[src/rtl/awm_pkg.sv]
// ----------------------------------------------------------------------------
// awm_pkg
// Shared types, codes and helpers of the anagram window matcher.
// ----------------------------------------------------------------------------
package awm_pkg;

  localparam int SYM_W     = 8;
  localparam int SYM_COUNT = 256;
  localparam int TOTAL_W   = 9;
  localparam int START_W   = 32;

  typedef enum logic [1:0] {
    KIND_CLEAR   = 2'd0,
    KIND_PATTERN = 2'd1,
    KIND_TEXT    = 2'd2,
    KIND_UNUSED  = 2'd3
  } kind_e;

  // one count table entry: pattern membership plus signed remaining count
  typedef struct packed {
    logic              member;
    logic signed [7:0] need;
  } cnt_entry_t;

  // count table port: one read and one write per cycle
  typedef struct packed {
    logic             rd_en;
    logic [SYM_W-1:0] rd_addr;
    logic             wr_en;
    logic [SYM_W-1:0] wr_addr;
    cnt_entry_t       wr_data;
  } cnt_req_t;

  function automatic logic signed [7:0] sat_inc(input logic signed [7:0] v);
    return (v == 8'sd127) ? v : v + 8'sd1;
  endfunction

  function automatic logic signed [7:0] sat_dec(input logic signed [7:0] v);
    return (v == -8'sd128) ? v : v - 8'sd1;
  endfunction

endpackage

[src/rtl/awm_count_table.sv]
// ----------------------------------------------------------------------------
// awm_count_table
// Per-byte count table: synchronous memory with a registered read, per-entry
// valid flops so a clear empties every entry at once, write-to-read forwarding.
// ----------------------------------------------------------------------------
module awm_count_table (
  input  logic                 clk_i,
  input  logic                 rst_ni,
  input  logic                 clr_i,
  input  awm_pkg::cnt_req_t    req_i,
  output awm_pkg::cnt_entry_t  rd_data_o
);

  awm_pkg::cnt_entry_t mem_q [awm_pkg::SYM_COUNT];
  logic [awm_pkg::SYM_COUNT-1:0] valid_q;

  awm_pkg::cnt_entry_t rd_mem_q;
  awm_pkg::cnt_entry_t fwd_data_q;
  logic                fwd_q;
  logic                vld_q;

  always_ff @(posedge clk_i) begin
    if (req_i.wr_en) begin
      mem_q[req_i.wr_addr] <= req_i.wr_data;
    end
    if (req_i.rd_en) begin
      rd_mem_q   <= mem_q[req_i.rd_addr];
      fwd_data_q <= req_i.wr_data;
    end
  end

  always_ff @(posedge clk_i or negedge rst_ni) begin
    if (!rst_ni) begin
      valid_q <= '0;
      fwd_q   <= 1'b0;
      vld_q   <= 1'b0;
    end else begin
      // clear wins over a write landing in the same cycle
      if (clr_i) begin
        valid_q <= '0;
      end else if (req_i.wr_en) begin
        valid_q[req_i.wr_addr] <= 1'b1;
      end
      if (req_i.rd_en) begin
        fwd_q <= req_i.wr_en && (req_i.wr_addr == req_i.rd_addr);
        vld_q <= valid_q[req_i.rd_addr];
      end
    end
  end

  // entries never written since clear read as zero
  assign rd_data_o = fwd_q ? fwd_data_q : (vld_q ? rd_mem_q : '0);

endmodule

[src/rtl/anagram_window_matcher_core.sv]
// ----------------------------------------------------------------------------
// anagram_window_matcher_core
// Sliding-window anagram search over a byte stream.
// ----------------------------------------------------------------------------
// Items are clear, pattern byte or text byte. Each text byte gives one result
// (found, start_index) through stage 2 and the output register; other kinds
// give none. A pattern or text byte holds off the next item while it is in
// stage 2; clear and ignored items do not. This is set by the single-port
// count table: a text byte reads and updates the entering byte's entry, then
// the leaving byte's entry, which overlaps with the next item. A new item is
// taken only when the output register is empty or drained in the same cycle.
// Clear resets the whole table at once; no clearing pass is needed after reset.
module anagram_window_matcher_core #(
  parameter int PATTERN_MAX = 64
) (
  input  logic                          clk_i,
  input  logic                          rst_ni,
  input  logic                          in_valid_i,
  output logic                          in_stall_o,
  input  logic [1:0]                    kind_i,
  input  logic [awm_pkg::SYM_W-1:0]     symbol_i,
  output logic                          out_valid_o,
  input  logic                          out_stall_i,
  output logic                          found_o,
  output logic [awm_pkg::START_W-1:0]   start_index_o
);

  localparam int HW = (PATTERN_MAX > 1) ? $clog2(PATTERN_MAX) : 1;
  localparam int LW = $clog2(PATTERN_MAX + 1);

  typedef enum logic [1:0] {
    OP_PATTERN = 2'd0,
    OP_TEXT    = 2'd1,
    OP_EMPTY   = 2'd2
  } s2_op_e;

  // scalar state
  logic [LW-1:0]                  plen_q, plen_d;
  logic [LW-1:0]                  fill_q, fill_d;
  logic [HW-1:0]                  ring_q, ring_d;
  logic [awm_pkg::START_W-1:0]    start_q, start_d;
  logic [awm_pkg::TOTAL_W-1:0]    matched_q, matched_d;
  logic [awm_pkg::TOTAL_W-1:0]    distinct_q, distinct_d;

  // second stage
  logic                           s2_valid_q;
  s2_op_e                         s2_op_q;
  logic [awm_pkg::SYM_W-1:0]      s2_sym_q;
  logic                           s2_leave_q;
  logic                           s2_fwd_hist_q;
  logic [awm_pkg::START_W-1:0]    s2_start_q;
  logic                           s3_valid_q;

  logic                           out_valid_q;
  logic                           out_found_q;
  logic [awm_pkg::START_W-1:0]    out_start_q;

  logic [awm_pkg::SYM_W-1:0]      hist_mem [PATTERN_MAX];
  logic [awm_pkg::SYM_W-1:0]      hist_rd_q;

  awm_pkg::cnt_req_t              cnt_req;
  awm_pkg::cnt_entry_t            cnt_rd;

  logic                           accept;
  logic                           acc_clear, acc_pat, acc_text, acc_run;
  logic                           slide;
  logic [HW:0]                    slot_sum;
  logic [HW-1:0]                  slot;
  logic [HW-1:0]                  ring_next;
  logic [awm_pkg::SYM_W-1:0]      leave_sym;
  logic                           s2_result;

  awm_pkg::cnt_entry_t            pat_entry, txt_entry, lv_entry;
  logic [awm_pkg::TOTAL_W-1:0]    pat_matched, pat_distinct, txt_matched, lv_matched;
  logic                           txt_found;

  assign in_stall_o = s2_valid_q || (out_valid_q && out_stall_i);
  assign accept     = in_valid_i && !in_stall_o;

  always_comb begin
    acc_clear = 1'b0;
    acc_pat   = 1'b0;
    acc_text  = 1'b0;
    unique case (awm_pkg::kind_e'(kind_i))
      awm_pkg::KIND_CLEAR:   acc_clear = accept;
      awm_pkg::KIND_PATTERN: acc_pat   = accept && (plen_q < LW'(PATTERN_MAX));
      awm_pkg::KIND_TEXT:    acc_text  = accept;
      default: ;
    endcase
  end

  assign acc_run = acc_text && (plen_q != '0);

  // window slides once the entering byte makes it full
  assign slide     = ((LW+1)'(fill_q) + (LW+1)'(1)) >= (LW+1)'(plen_q);
  assign slot_sum  = {1'b0, ring_q} + (HW+1)'(fill_q);
  assign slot      = (slot_sum >= (HW+1)'(PATTERN_MAX))
                     ? HW'(slot_sum - (HW+1)'(PATTERN_MAX)) : HW'(slot_sum);
  assign ring_next = (ring_q == HW'(PATTERN_MAX - 1)) ? '0 : ring_q + HW'(1);

  // history ring
  always_ff @(posedge clk_i) begin
    if (acc_run) begin
      hist_mem[slot] <= symbol_i;
      hist_rd_q      <= hist_mem[ring_q];
    end
  end

  // with an empty window the leaving byte is the one just written
  assign leave_sym = s2_fwd_hist_q ? s2_sym_q : hist_rd_q;

  // stage computations on the entry returned by the table
  always_comb begin
    pat_entry.member = 1'b1;
    pat_entry.need   = awm_pkg::sat_inc(cnt_rd.need);
    pat_distinct     = distinct_q;
    pat_matched      = matched_q;
    if (!cnt_rd.member) begin
      pat_distinct = distinct_q + awm_pkg::TOTAL_W'(1);
    end else if ((cnt_rd.need == '0) && (matched_q != '0)) begin
      pat_matched = matched_q - awm_pkg::TOTAL_W'(1);
    end

    txt_entry.member = cnt_rd.member;
    txt_entry.need   = awm_pkg::sat_dec(cnt_rd.need);
    txt_matched      = matched_q;
    if (cnt_rd.member && (txt_entry.need == '0)) begin
      txt_matched = matched_q + awm_pkg::TOTAL_W'(1);
    end
    txt_found = (txt_matched == distinct_q);

    lv_entry.member = cnt_rd.member;
    lv_entry.need   = awm_pkg::sat_inc(cnt_rd.need);
    lv_matched      = matched_q;
    if (cnt_rd.member && (cnt_rd.need == '0) && (matched_q != '0)) begin
      lv_matched = matched_q - awm_pkg::TOTAL_W'(1);
    end
  end

  // count table port: writes from stage 2 or 3, reads from accept or stage 2
  always_comb begin
    cnt_req = '0;
    if (s2_valid_q) begin
      case (s2_op_q)
        OP_PATTERN: begin
          cnt_req.wr_en   = 1'b1;
          cnt_req.wr_addr = s2_sym_q;
          cnt_req.wr_data = pat_entry;
        end
        OP_TEXT: begin
          cnt_req.wr_en   = cnt_rd.member;
          cnt_req.wr_addr = s2_sym_q;
          cnt_req.wr_data = txt_entry;
          cnt_req.rd_en   = s2_leave_q;
          cnt_req.rd_addr = leave_sym;
        end
        default: ;
      endcase
    end else if (s3_valid_q) begin
      cnt_req.wr_en   = cnt_rd.member;
      cnt_req.wr_addr = leave_sym;
      cnt_req.wr_data = lv_entry;
    end
    if (acc_pat || acc_run) begin
      cnt_req.rd_en   = 1'b1;
      cnt_req.rd_addr = symbol_i;
    end
  end

  awm_count_table u_count_table (
    .clk_i     (clk_i),
    .rst_ni    (rst_ni),
    .clr_i     (acc_clear),
    .req_i     (cnt_req),
    .rd_data_o (cnt_rd)
  );

  always_comb begin
    plen_d     = plen_q;
    fill_d     = fill_q;
    ring_d     = ring_q;
    start_d    = start_q;
    matched_d  = matched_q;
    distinct_d = distinct_q;
    if (s2_valid_q) begin
      case (s2_op_q)
        OP_PATTERN: begin
          matched_d  = pat_matched;
          distinct_d = pat_distinct;
        end
        OP_TEXT:    matched_d = txt_matched;
        default: ;
      endcase
    end
    if (s3_valid_q) begin
      matched_d = lv_matched;
    end
    if (acc_pat) begin
      plen_d = plen_q + LW'(1);
    end
    if (acc_run) begin
      if (slide) begin
        ring_d  = ring_next;
        start_d = start_q + awm_pkg::START_W'(1);
      end else begin
        fill_d = fill_q + LW'(1);
      end
    end
    // clear overrides a leaving-byte update finishing this cycle
    if (acc_clear) begin
      plen_d     = '0;
      fill_d     = '0;
      ring_d     = '0;
      start_d    = '0;
      matched_d  = '0;
      distinct_d = '0;
    end
  end

  assign s2_result = s2_valid_q && ((s2_op_q == OP_TEXT) || (s2_op_q == OP_EMPTY));

  always_ff @(posedge clk_i or negedge rst_ni) begin
    if (!rst_ni) begin
      plen_q      <= '0;
      fill_q      <= '0;
      ring_q      <= '0;
      start_q     <= '0;
      matched_q   <= '0;
      distinct_q  <= '0;
      s2_valid_q  <= 1'b0;
      s3_valid_q  <= 1'b0;
      out_valid_q <= 1'b0;
    end else begin
      plen_q      <= plen_d;
      fill_q      <= fill_d;
      ring_q      <= ring_d;
      start_q     <= start_d;
      matched_q   <= matched_d;
      distinct_q  <= distinct_d;
      s2_valid_q  <= acc_pat || acc_text;
      s3_valid_q  <= s2_valid_q && (s2_op_q == OP_TEXT) && s2_leave_q;
      if (s2_result) begin
        out_valid_q <= 1'b1;
      end else if (!out_stall_i) begin
        out_valid_q <= 1'b0;
      end
    end
  end

  always_ff @(posedge clk_i) begin
    if (accept) begin
      s2_op_q       <= acc_pat ? OP_PATTERN : (acc_run ? OP_TEXT : OP_EMPTY);
      s2_sym_q      <= symbol_i;
      s2_leave_q    <= slide;
      s2_fwd_hist_q <= (fill_q == '0);
      s2_start_q    <= start_q;
    end
    if (s2_result) begin
      if (s2_op_q == OP_EMPTY) begin
        out_found_q <= 1'b1;
        out_start_q <= s2_start_q;
      end else begin
        out_found_q <= txt_found;
        out_start_q <= txt_found ? s2_start_q : '0;
      end
    end
  end

  assign out_valid_o   = out_valid_q;
  assign found_o       = out_found_q;
  assign start_index_o = out_start_q;

  // stage 2 and stage 3 share the table write port
  a_write_port: assert property (@(posedge clk_i) disable iff (!rst_ni)
    !(s2_valid_q && s3_valid_q))
    else $error("count table write port claimed twice");

  // a result never lands on an undelivered one
  a_out_free: assert property (@(posedge clk_i) disable iff (!rst_ni)
    s2_result |-> !out_valid_q)
    else $error("output register overrun");

  a_fill_bound: assert property (@(posedge clk_i) disable iff (!rst_ni)
    (fill_q < plen_q) || ((plen_q == '0) && (fill_q == '0)))
    else $error("window fill out of range");

  a_ring_bound: assert property (@(posedge clk_i) disable iff (!rst_ni)
    ring_q <= HW'(PATTERN_MAX - 1))
    else $error("ring head out of range");

endmodule
[config.mk]
export PLATFORM = sky130hd
export DESIGN_NAME = anagram_window_matcher_core
export DESIGN_NICKNAME = d
export VERILOG_FILES = /design/src/rtl/awm_pkg.sv /design/src/rtl/awm_count_table.sv /design/src/rtl/anagram_window_matcher_core.sv
export SDC_FILE = /design/constraint.sdc
export NUM_CORES = 2
export LEC_CHECK = 0
export ABC_CLOCK_PERIOD_IN_PS = 21400
export BUFFER_PORTS_ARGS = -buffer_cell sky130_fd_sc_hd__buf_2
export CAP_MARGIN = 0
export CORE_ASPECT_RATIO = 1.5
export CORE_MARGIN = 2
export CORE_UTILIZATION = 35
export CTS_BUF_LIST = sky130_fd_sc_hd__clkbuf_4 sky130_fd_sc_hd__clkbuf_8
export DETAILED_ROUTE_END_ITERATION = 6
export PLACE_DENSITY = 0.48
export SETUP_SLACK_MARGIN = 0.3
export SYNTH_ARGS = -nofsm -noshare
export SYNTH_HDL_FRONTEND = slang
export SYNTH_SLANG_ARGS = --single-unit
[constraint.sdc]
create_clock -name clk_i -period 21.4 [get_ports clk_i]
set_clock_uncertainty 0.1 [all_clocks]
set_input_delay 3.21 -clock clk_i [delete_from_list [all_inputs] [get_ports clk_i]]
set_output_delay 3.21 -clock clk_i [all_outputs]
set_load 0.03 [all_outputs]
======== Word level (Yosys, flattened, before mapping) ========
Memory sizes are Yosys's and may differ from the RTL's. A register that Yosys moved wholly into a read port is not among the register bits.
Cells that the tools add are included.
operators by class
  bitwise gates (word level) .............. 1
  add/subtract/negate cells ............... 12
  eq/ne operators ......................... 15
  reductions and logical operators ........ 37
  $lt $le $gt $ge ......................... 6
  muxes and demuxes ....................... 54
operators by type and width
  operator                 number
  $mux W256                2
  $or A256 B256 Y256       1
  $mux W32                 5
  $mux W9                  16
  $mux W18                 2
  $pmux W18 S2             1
  $mux W7                  5
  $add A32 B1 Y32 const B  1
  $mux W6                  5
  $mux W8                  3
  $add A9 B1 Y9 const B    2
  $lt A8 B9 Y1 const B     2
  $pmux W9 S2              1
  $eq A8 B8 Y1 const B     2
  $logic_not A8 Y1         2
  $add A7 B1 Y7 const B    2
  $logic_and A1 B1 Y1      13
  $reduce_bool A2 Y1       6
  $mux W1                  11
  $eq A9 B9 Y1             1
  $reduce_bool A9 Y1       1
  $sub A9 B1 Y9 const B    1
  $add A7 B1 Y8 const B    1
  $add A8 B2 Y8 const B    1
  other kinds (29)         38
storage, ports and cells
  RAM bits ................................ 2,816
  bits in registers ....................... 417
  input bits .............................. 14
  memories ................................ 2
  word-level logic and storage cells ...... 148
  output and inout port bits .............. 35
memory list
  memory               depth  bits a word  rd ports  clocked after memory_dff  wr ports  line                               RTL
  u_count_table.mem_q  256    9            1         1                         1         awm_count_table.sv:14              awm_pkg::cnt_entry_t mem_q [awm_pkg::SYM_COUNT];
  hist_mem             64     8            1         1                         1         anagram_window_matcher_core.sv:58  logic [awm_pkg::SYM_W-1:0] hist_mem [PATTERN_MAX];

======== Depth between registers and ports, before layout ========
  depth in word-level cells ............... 13
  mapped depth ............................ 18

======== Modules after synthesis ========
Synthesis repeated with hierarchy kept, for this count alone.
second synthesis, totals
  cells, all modules ...................... 6,606
  area total of the unflattened synthesis .. 127,367.2 µm²
modules (own cells, without submodules)
  module                       seq. area each (µm²)  area an instance (µm²)  cells each  instances
  awm_count_table              76,183.1              99,296.5                4,979       1
  anagram_window_matcher_core  19,753.9              28,070.7                1,627       1

======== Worst setup path after synthesis ========
Ideal clock, no wire load.
  path type ............................... flip-flop to flip-flop
  start point ............................. reg u_count_table.fwd_q
  end point ............................... reg u_count_table.fwd_data_q[2] (netlist bit), data pin
  stages on the path, launching flop included .. 11
  period minus slack after synthesis ...... 15.017 ns
  path slack .............................. 6.383 ns
  data required time ...................... 19.032 ns
  data arrival time ....................... 12.649 ns
  path through ............................ dfrtp_1 -> buf_2 -> buf_1 -> a22oi_1 -> inv_1 -> ha_1 -> nand2_1 -> or3_1 -> nor2_1 -> nor2_1 -> o32ai_1
RTL lines
  what                    line                   RTL
  from (decl)             awm_count_table.sv:19  logic fwd_q;
  from (signal assigned)  awm_count_table.sv:45  fwd_q <= req_i.wr_en && (req_i.wr_addr == req_i.rd_addr);
  to (signal assigned)    awm_count_table.sv:28  fwd_data_q <= req_i.wr_data;
  to (decl)               awm_count_table.sv:18  awm_pkg::cnt_entry_t fwd_data_q;

======== Worst setup path after layout ========
  start point ............................. in kind_i[0]
  end point ............................... reg, netlist name u_count_table.rd_mem_q[8]
on the way
  longest elaborated chain between the ends .. 5
ends and longest elaborated chain
  what                  line                                RTL
  from (decl)           anagram_window_matcher_core.sv:20   input logic [1:0] kind_i,
  $eq A2 B2 Y1          anagram_window_matcher_core.sv:84   unique case (awm_pkg::kind_e'(kind_i))
  $mux W1               anagram_window_matcher_core.sv:84
  $logic_and A1 B1 Y1   anagram_window_matcher_core.sv:92   assign acc_run = acc_text && (plen_q != '0);
  $logic_or A1 B1 Y1 *  anagram_window_matcher_core.sv:164  if (acc_pat || acc_run) begin
  $mux W9 *             anagram_window_matcher_core.sv:164
Mark *: on every way between the ends. The rest lies on a longest branch, timed or not.
A chain may end at the register's enable or synchronous reset.

==> flow_summary.html <==
<table>
<tr><th>Metric</th><th>Value</th></tr>
<tr><th colspan="2">Timing</th></tr>
<tr><td>Pins Over Slew Limit</td><td>0</td></tr>
<tr><td>Setup repair after global routing missed its margin</td><td>false</td></tr>
<tr><td>Actual slew at the worst max-slew pin</td><td>1.492 ns</td></tr>
<tr><td>Hold Violations, Final</td><td>0</td></tr>
<tr><td>Worst relative slew slack</td><td>0.001734</td></tr>
<tr><td>Final count of negative-setup-slack endpoints</td><td>0</td></tr>
<tr><td>Achievable clock frequency</td><td>0.1178 GHz</td></tr>
<tr><td>Part of the cycle the worst path needs</td><td>0.3969</td></tr>
<tr><td>Final Critical Period</td><td>8.493 ns</td></tr>
<tr><td>Final TNS setup</td><td>0 ns</td></tr>
<tr><th colspan="2">Critical path</th></tr>
<tr><td>Worst EP arrival</td><td>9.31 ns</td></tr>
<tr><td>FF-to-FF End</td><td>u_count_table.rd_mem_q[8]$_DFFE_PP_</td></tr>
<tr><td>Launch instance of the worst register-to-register path</td><td>s2_op_q[1]$_SDFFCE_PP0P_</td></tr>
<tr><td>Critical Path Sink Type</td><td>register</td></tr>
<tr><td>Setup CP Type</td><td>in2reg</td></tr>
<tr><td>Critical path fanouts, max</td><td>37</td></tr>
<tr><td>Cell type of the slowest stage on the worst timing path</td><td>sky130_fd_sc_hd__o21ai_0</td></tr>
<tr><td>Crit-path max cell delay</td><td>1.05 ns</td></tr>
<tr><td>Buffers and inverters on the worst path</td><td>4</td></tr>
<tr><td>Register-to-register path setup slack</td><td>14.06 ns</td></tr>
<tr><td>Crit path cell chain</td><td>buf_2 &gt; nand2b_1 &gt; or2_1 &gt; a21oi_1 &gt; buf_4 &gt; or2_4 &gt; buf_4 &gt; buf_4 &gt; o221ai_1 &gt; a21oi_1 &gt; a211oi_1 &gt; o21ai_0 &gt; o311ai_0 &gt; a22o_1</td></tr>
<tr><td>Crit-path most repeated cell</td><td>sky130_fd_sc_hd__buf_4</td></tr>
<tr><td>Number of cell instances on the worst register-to-register path</td><td>15</td></tr>
<tr><td>Worst Path Required</td><td>22.22 ns</td></tr>
<tr><td>Startpoint kind of the worst setup timing path</td><td>input pin</td></tr>
<tr><td>Cell class contributing the biggest share of worst-path delay</td><td>compound AO/OA/AOI/OAI gates</td></tr>
<tr><th colspan="2">Drt</th></tr>
<tr><td>WL per Instance</td><td>30.53 µm</td></tr>
<tr><td>Number of design rule violations left after detail routing</td><td>0</td></tr>
<tr><td>Drt first-iter violations</td><td>8409</td></tr>
<tr><td>Via count</td><td>85950</td></tr>
<tr><td>Final wirelength</td><td>469800 µm</td></tr>
<tr><td>First-pass detailed-route iteration total</td><td>6</td></tr>
<tr><td>Detail Route Antenna Nets</td><td>0</td></tr>
<tr><td>DR vias/cell</td><td>5.586</td></tr>
<tr><th colspan="2">Place</th></tr>
<tr><td>Number of cells after detailed placement</td><td>14460</td></tr>
<tr><td>DPL Wire Length</td><td>286900 µm</td></tr>
<tr><td>Port Buf Inserts</td><td>48</td></tr>
<tr><td>Placement-stage cell area</td><td>139500 µm²</td></tr>
<tr><td>GPL Wtd Cong</td><td>0.8842</td></tr>
<tr><th colspan="2">Cells and area</th></tr>
<tr><td>Fillers</td><td>35610</td></tr>
<tr><td>Sequential Area</td><td>95940 µm²</td></tr>
<tr><td>Area taken by multi-input logic gates</td><td>34270 µm²</td></tr>
<tr><td>Number of cells in the finished layout apart from fillers</td><td>15390</td></tr>
<tr><td>Fraction of final layout cells with drive strength greater than 1</td><td>0.1345</td></tr>
<tr><td>Net count reported at finish</td><td>9968</td></tr>
<tr><td>Leading cell types in the layout, fill and taps excluded</td><td>2919 x sky130_fd_sc_hd__edfxtp_1, 1915 x sky130_fd_sc_hd__nand2_1, 681 x sky130_fd_sc_hd__nand3_1</td></tr>
<tr><td>Most common library cell in the layout ignoring fill and taps</td><td>sky130_fd_sc_hd__edfxtp_1</td></tr>
<tr><td>Layout-stage area growth over the synthesis result</td><td>12.54%</td></tr>
<tr><td>Design Area, Final</td><td>149500 µm²</td></tr>
<tr><th colspan="2">Clocking</th></tr>
<tr><td>Worst-case clock buffer depth</td><td>4</td></tr>
<tr><td>Number of hold buffers added after CTS</td><td>0</td></tr>
<tr><td>Post-CTS setup buffers</td><td>0</td></tr>
<tr><td>Latest clock arrival within the worst-skew pair</td><td>1.21 ns</td></tr>
<tr><td>Total of cells resized after clock tree synthesis</td><td>0</td></tr>
<tr><td>Post-CTS clock slew at the launch and capture registers of the worst setup and hold paths</td><td>0.07 ns</td></tr>
<tr><td>Number of H-tree levels</td><td>5</td></tr>
<tr><td>Clock tree from TritonCTS</td><td>yes</td></tr>
<tr><td>Clk Tree Root Cell</td><td>sky130_fd_sc_hd__clkbuf_8</td></tr>
<tr><td>Number of clock sinks</td><td>3250</td></tr>
<tr><td>Number of buffers inserted during clock tree synthesis</td><td>482</td></tr>
<tr><th colspan="2">Pwr</th></tr>
<tr><td>Sequential group share of total power</td><td>0.509</td></tr>
<tr><td>Switch share</td><td>0.2626</td></tr>
<tr><td>Cell internal power dissipation</td><td>10.13 mW</td></tr>
<tr><td>Power density cells</td><td>91.91 nW/µm²</td></tr>
<tr><td>Clock group share of total power</td><td>0.383</td></tr>
<tr><td>Share of total power in combinational logic</td><td>0.108</td></tr>
<tr><td>Leakage power total</td><td>50.30 nW</td></tr>
<tr><td>Worst IR drop on VDD</td><td>67.63 µV</td></tr>
<tr><td>Net switching power figure</td><td>3.608 mW</td></tr>
<tr><th colspan="2">Worst hold path</th></tr>
<tr><td>Hold path cells</td><td>0</td></tr>
<tr><td>Launch instance of the worst min-delay path</td><td>start_q[18]$_DFFE_PN0P_</td></tr>
<tr><td>Hold endpoint</td><td>s2_start_q[18]$_DFFE_PP_</td></tr>
<tr><td>Worst hold path type</td><td>reg2reg</td></tr>
<tr><th colspan="2">Floorplan</th></tr>
<tr><td>Number of rows created at floorplan</td><td>277</td></tr>
<tr><td>Area enclosed by the die boundary</td><td>384500 µm²</td></tr>
<tr><td>Die height</td><td>758.5 µm</td></tr>
<tr><td>Number of top-level design ports</td><td>49</td></tr>
<tr><td>Effective utilization at floorplan</td><td>0.3509</td></tr>
<tr><td>Die X</td><td>507.0 µm</td></tr>
<tr><td>Core Box Area</td><td>378500 µm²</td></tr>
<tr><th colspan="2">Synthesis</th></tr>
<tr><td>Synthesized area</td><td>132800 µm²</td></tr>
<tr><td>Cells after Synth</td><td>9696</td></tr>
<tr><td>Adder-cell area share of the yosys netlist</td><td>0.002694</td></tr>
<tr><td>Most area-hungry cell type in the Yosys netlist</td><td>sky130_fd_sc_hd__edfxtp_1</td></tr>
<tr><td>Dominant combinational cell family by area after synthesis</td><td>simple AND/OR/NAND/NOR gates</td></tr>
<tr><td>Largest cells by area after synthesis</td><td>sky130_fd_sc_hd__edfxtp_1 66%, sky130_fd_sc_hd__dfrtp_1 6.2%, sky130_fd_sc_hd__nand2_1 5.5%, sky130_fd_sc_hd__mux2i_1 4.0%, sky130_fd_sc_hd__nand3_1 2.6%</td></tr>
<tr><td>Post-synth ARST share</td><td>0.1018</td></tr>
<tr><td>Complex-gate fraction of the synthesized area</td><td>0.07872</td></tr>
<tr><td>Synthesized netlist net count</td><td>9738</td></tr>
<tr><td>Post-synthesis mux area share</td><td>0.05556</td></tr>
<tr><td>Synthesized area per cell</td><td>13.70 µm²</td></tr>
<tr><td>Number of register bits inferred by synthesis</td><td>3250</td></tr>
<tr><td>Xor/xnor share of the synthesized area</td><td>0.003825</td></tr>
<tr><td>Unique masters post-synth</td><td>97</td></tr>
<tr><td>Share of the yosys chip area belonging to registers</td><td>0.7223</td></tr>
<tr><td>Number of flops mapped to enable cells by yosys</td><td>2919</td></tr>
<tr><td>Area fraction in and, or, nand and nor cells after synthesis</td><td>0.1134</td></tr>
<tr><td>Most instantiated flip-flop cell in the synthesis netlist</td><td>sky130_fd_sc_hd__edfxtp_1</td></tr>
<tr><td>Syn. warnings</td><td>0</td></tr>
<tr><td>Synth top area share</td><td>0.6600</td></tr>
<tr><th colspan="2">Global routing</th></tr>
<tr><td>Gr usage total</td><td>0.2384</td></tr>
<tr><td>Vias in the first global route</td><td>85990</td></tr>
<tr><td>Overflow left after global routing</td><td>0</td></tr>
<tr><td>Antenna violations before repair</td><td>27</td></tr>
<tr><td>Largest net degree at the start of global routing</td><td>157</td></tr>
<tr><td>First-pass GRT wire length</td><td>657900 µm</td></tr>
<tr><th colspan="2">Flow run</th></tr>
<tr><td>Max-Cap Viols</td><td>2</td></tr>
<tr><th colspan="2">Status</th></tr>
<tr><td>Run status</td><td>complete, but fails checks</td></tr>
<tr><td>Violations in the final reports</td><td>capacitance limit</td></tr>
</table>
==> through the flow <==
stage | power, mW | hold slack (ns) | setup slack (ns) | utilization
finish | 13.74 | 0.3662 | 12.91 | 0.3949
global placement | 8.595 | 0.3542 | 11.37 | 0.3684
floorplan | 7.995 | 0.3379 | 6.383 | -
global route | 14.15 | 0.3996 | 12.71 | 0.3948
CTS | 13.84 | 0.3690 | 12.90 | 0.3948
detailed placement | 8.608 | 0.3707 | 11.65 | 0.3686
==> worst reg2reg max path: cells and delay by family (launching register included) <==
family | cells | cell delay [ns]
flip-flops | 1 | 0.41
AND/OR/NAND/NOR | 2 | 1.12
AO/OA/AOI/OAI | 7 | 2.99
buffers and inverters | 4 | 1.91
multiplexers | 1 | 0.25
adder cells (fa/ha/maj) | 1 | 0.34
==> sequential cells by signal (all words and copies together), names as in the netlist, 32 cells and up <==
register / cells
u_count_table.mem_q: 2304
hist_mem: 512
u_count_table.valid_q: 256
s2_start_q: 32
start_index_o: 32
start_q: 32
==> power by group through the flow <==
| stage | registers (mW) | logic, mW | clock network, mW |
|---|---|---|---|
| after global routing | 6.99 | 1.55 | 5.60 |
| after detailed placement | 7.13 | 1.48 | 0 |
| after global placement | 7.13 | 1.47 | 0 |
| after floorplan | 7.13 | 0.868 | 0 |
| final | 6.99 | 1.48 | 5.26 |
| after CTS | 6.99 | 1.49 | 5.36 |
==> layer usage <==
metal / share of wire / up-vias / GRT usage
met5: 0.00016 / - / 0
met4: 0.062 / 12 / 0.1344
met3: 0.063 / 948 / 0.03876
met2: 0.51 / 3437 / 0.4180
met1: 0.37 / 44600 / 0.2762
li1: - / 36950 / -
==> worst max path at each step <==
stage / start / endpoint / slack, ns / cells after the start
6_report: kind_i[0] / u_count_table.rd_mem_q[8]$_DFFE_PP_ / 12.91 / 14
2_1_floorplan: u_count_table.fwd_q$_DFFE_PN0P_ / u_count_table.fwd_data_q[2]$_DFFE_PP_ / 6.38 / 10
3_3_place_gp: kind_i[1] / u_count_table.rd_mem_q[5]$_DFFE_PP_ / 11.37 / 14
3_5_place_dp: kind_i[0] / u_count_table.rd_mem_q[8]$_DFFE_PP_ / 11.65 / 14
5_1_grt: kind_i[0] / u_count_table.rd_mem_q[2]$_DFFE_PP_ / 12.71 / 15
4_1_cts: kind_i[0] / u_count_table.rd_mem_q[8]$_DFFE_PP_ / 12.90 / 14
==> area by class of cell <==
cell class                 instances  area share
clock buffer                     711     0.05806
tap                             5022     0.04204
antenna                           22   0.0003683
sequential                      3250      0.6419
inverter                          32   0.0008538
timing repair buffer             366     0.01923
multi-input combinational       5794      0.2293
clock inverter                   191    0.008296
==> logic make-up after synthesis <==
| kind of cell | count (synthesis) |
|---|---|
| and+or+nand+nor | 3502 |
| DFF | 3250 |
| AOI/OAI and AO/OA | 1565 |
| buffers and inverters | 652 |
| muxes | 641 |
| xor gates and xnor gates | 58 |
| adders and majority gates | 28 |
==> Yosys cell counts, types with 28 or more instances <==
| cell type | n |
|---|---|
| sky130_fd_sc_hd__and3_1 | 70 |
| sky130_fd_sc_hd__a21oi_1 | 440 |
| sky130_fd_sc_hd__nor3_1 | 94 |
| sky130_fd_sc_hd__mux2i_1 | 531 |
| sky130_fd_sc_hd__o22ai_1 | 119 |
| sky130_fd_sc_hd__xnor2_1 | 30 |
| sky130_fd_sc_hd__mux2_2 | 35 |
| sky130_fd_sc_hd__inv_1 | 31 |
| sky130_fd_sc_hd__a31oi_1 | 87 |
| sky130_fd_sc_hd__nor4_1 | 46 |
| sky130_fd_sc_hd__o21ai_0 | 175 |
| sky130_fd_sc_hd__dfrtp_1 | 331 |
| sky130_fd_sc_hd__nand3_1 | 681 |
| sky130_fd_sc_hd__nand2_1 | 1935 |
| sky130_fd_sc_hd__buf_4 | 64 |
| sky130_fd_sc_hd__nor2_1 | 461 |
| sky130_fd_sc_hd__o21a_1 | 265 |
| sky130_fd_sc_hd__buf_2 | 272 |
| sky130_fd_sc_hd__buf_1 | 55 |
| sky130_fd_sc_hd__o31ai_1 | 28 |
| sky130_fd_sc_hd__clkbuf_1 | 216 |
| sky130_fd_sc_hd__a211oi_1 | 62 |
| sky130_fd_sc_hd__mux4_2 | 73 |
| sky130_fd_sc_hd__xor2_1 | 28 |
| sky130_fd_sc_hd__and2_1 | 48 |
| sky130_fd_sc_hd__nand4_1 | 67 |
| sky130_fd_sc_hd__edfxtp_1 | 2919 |
| sky130_fd_sc_hd__o221ai_1 | 138 |
(Power assumes the default switching activity.)
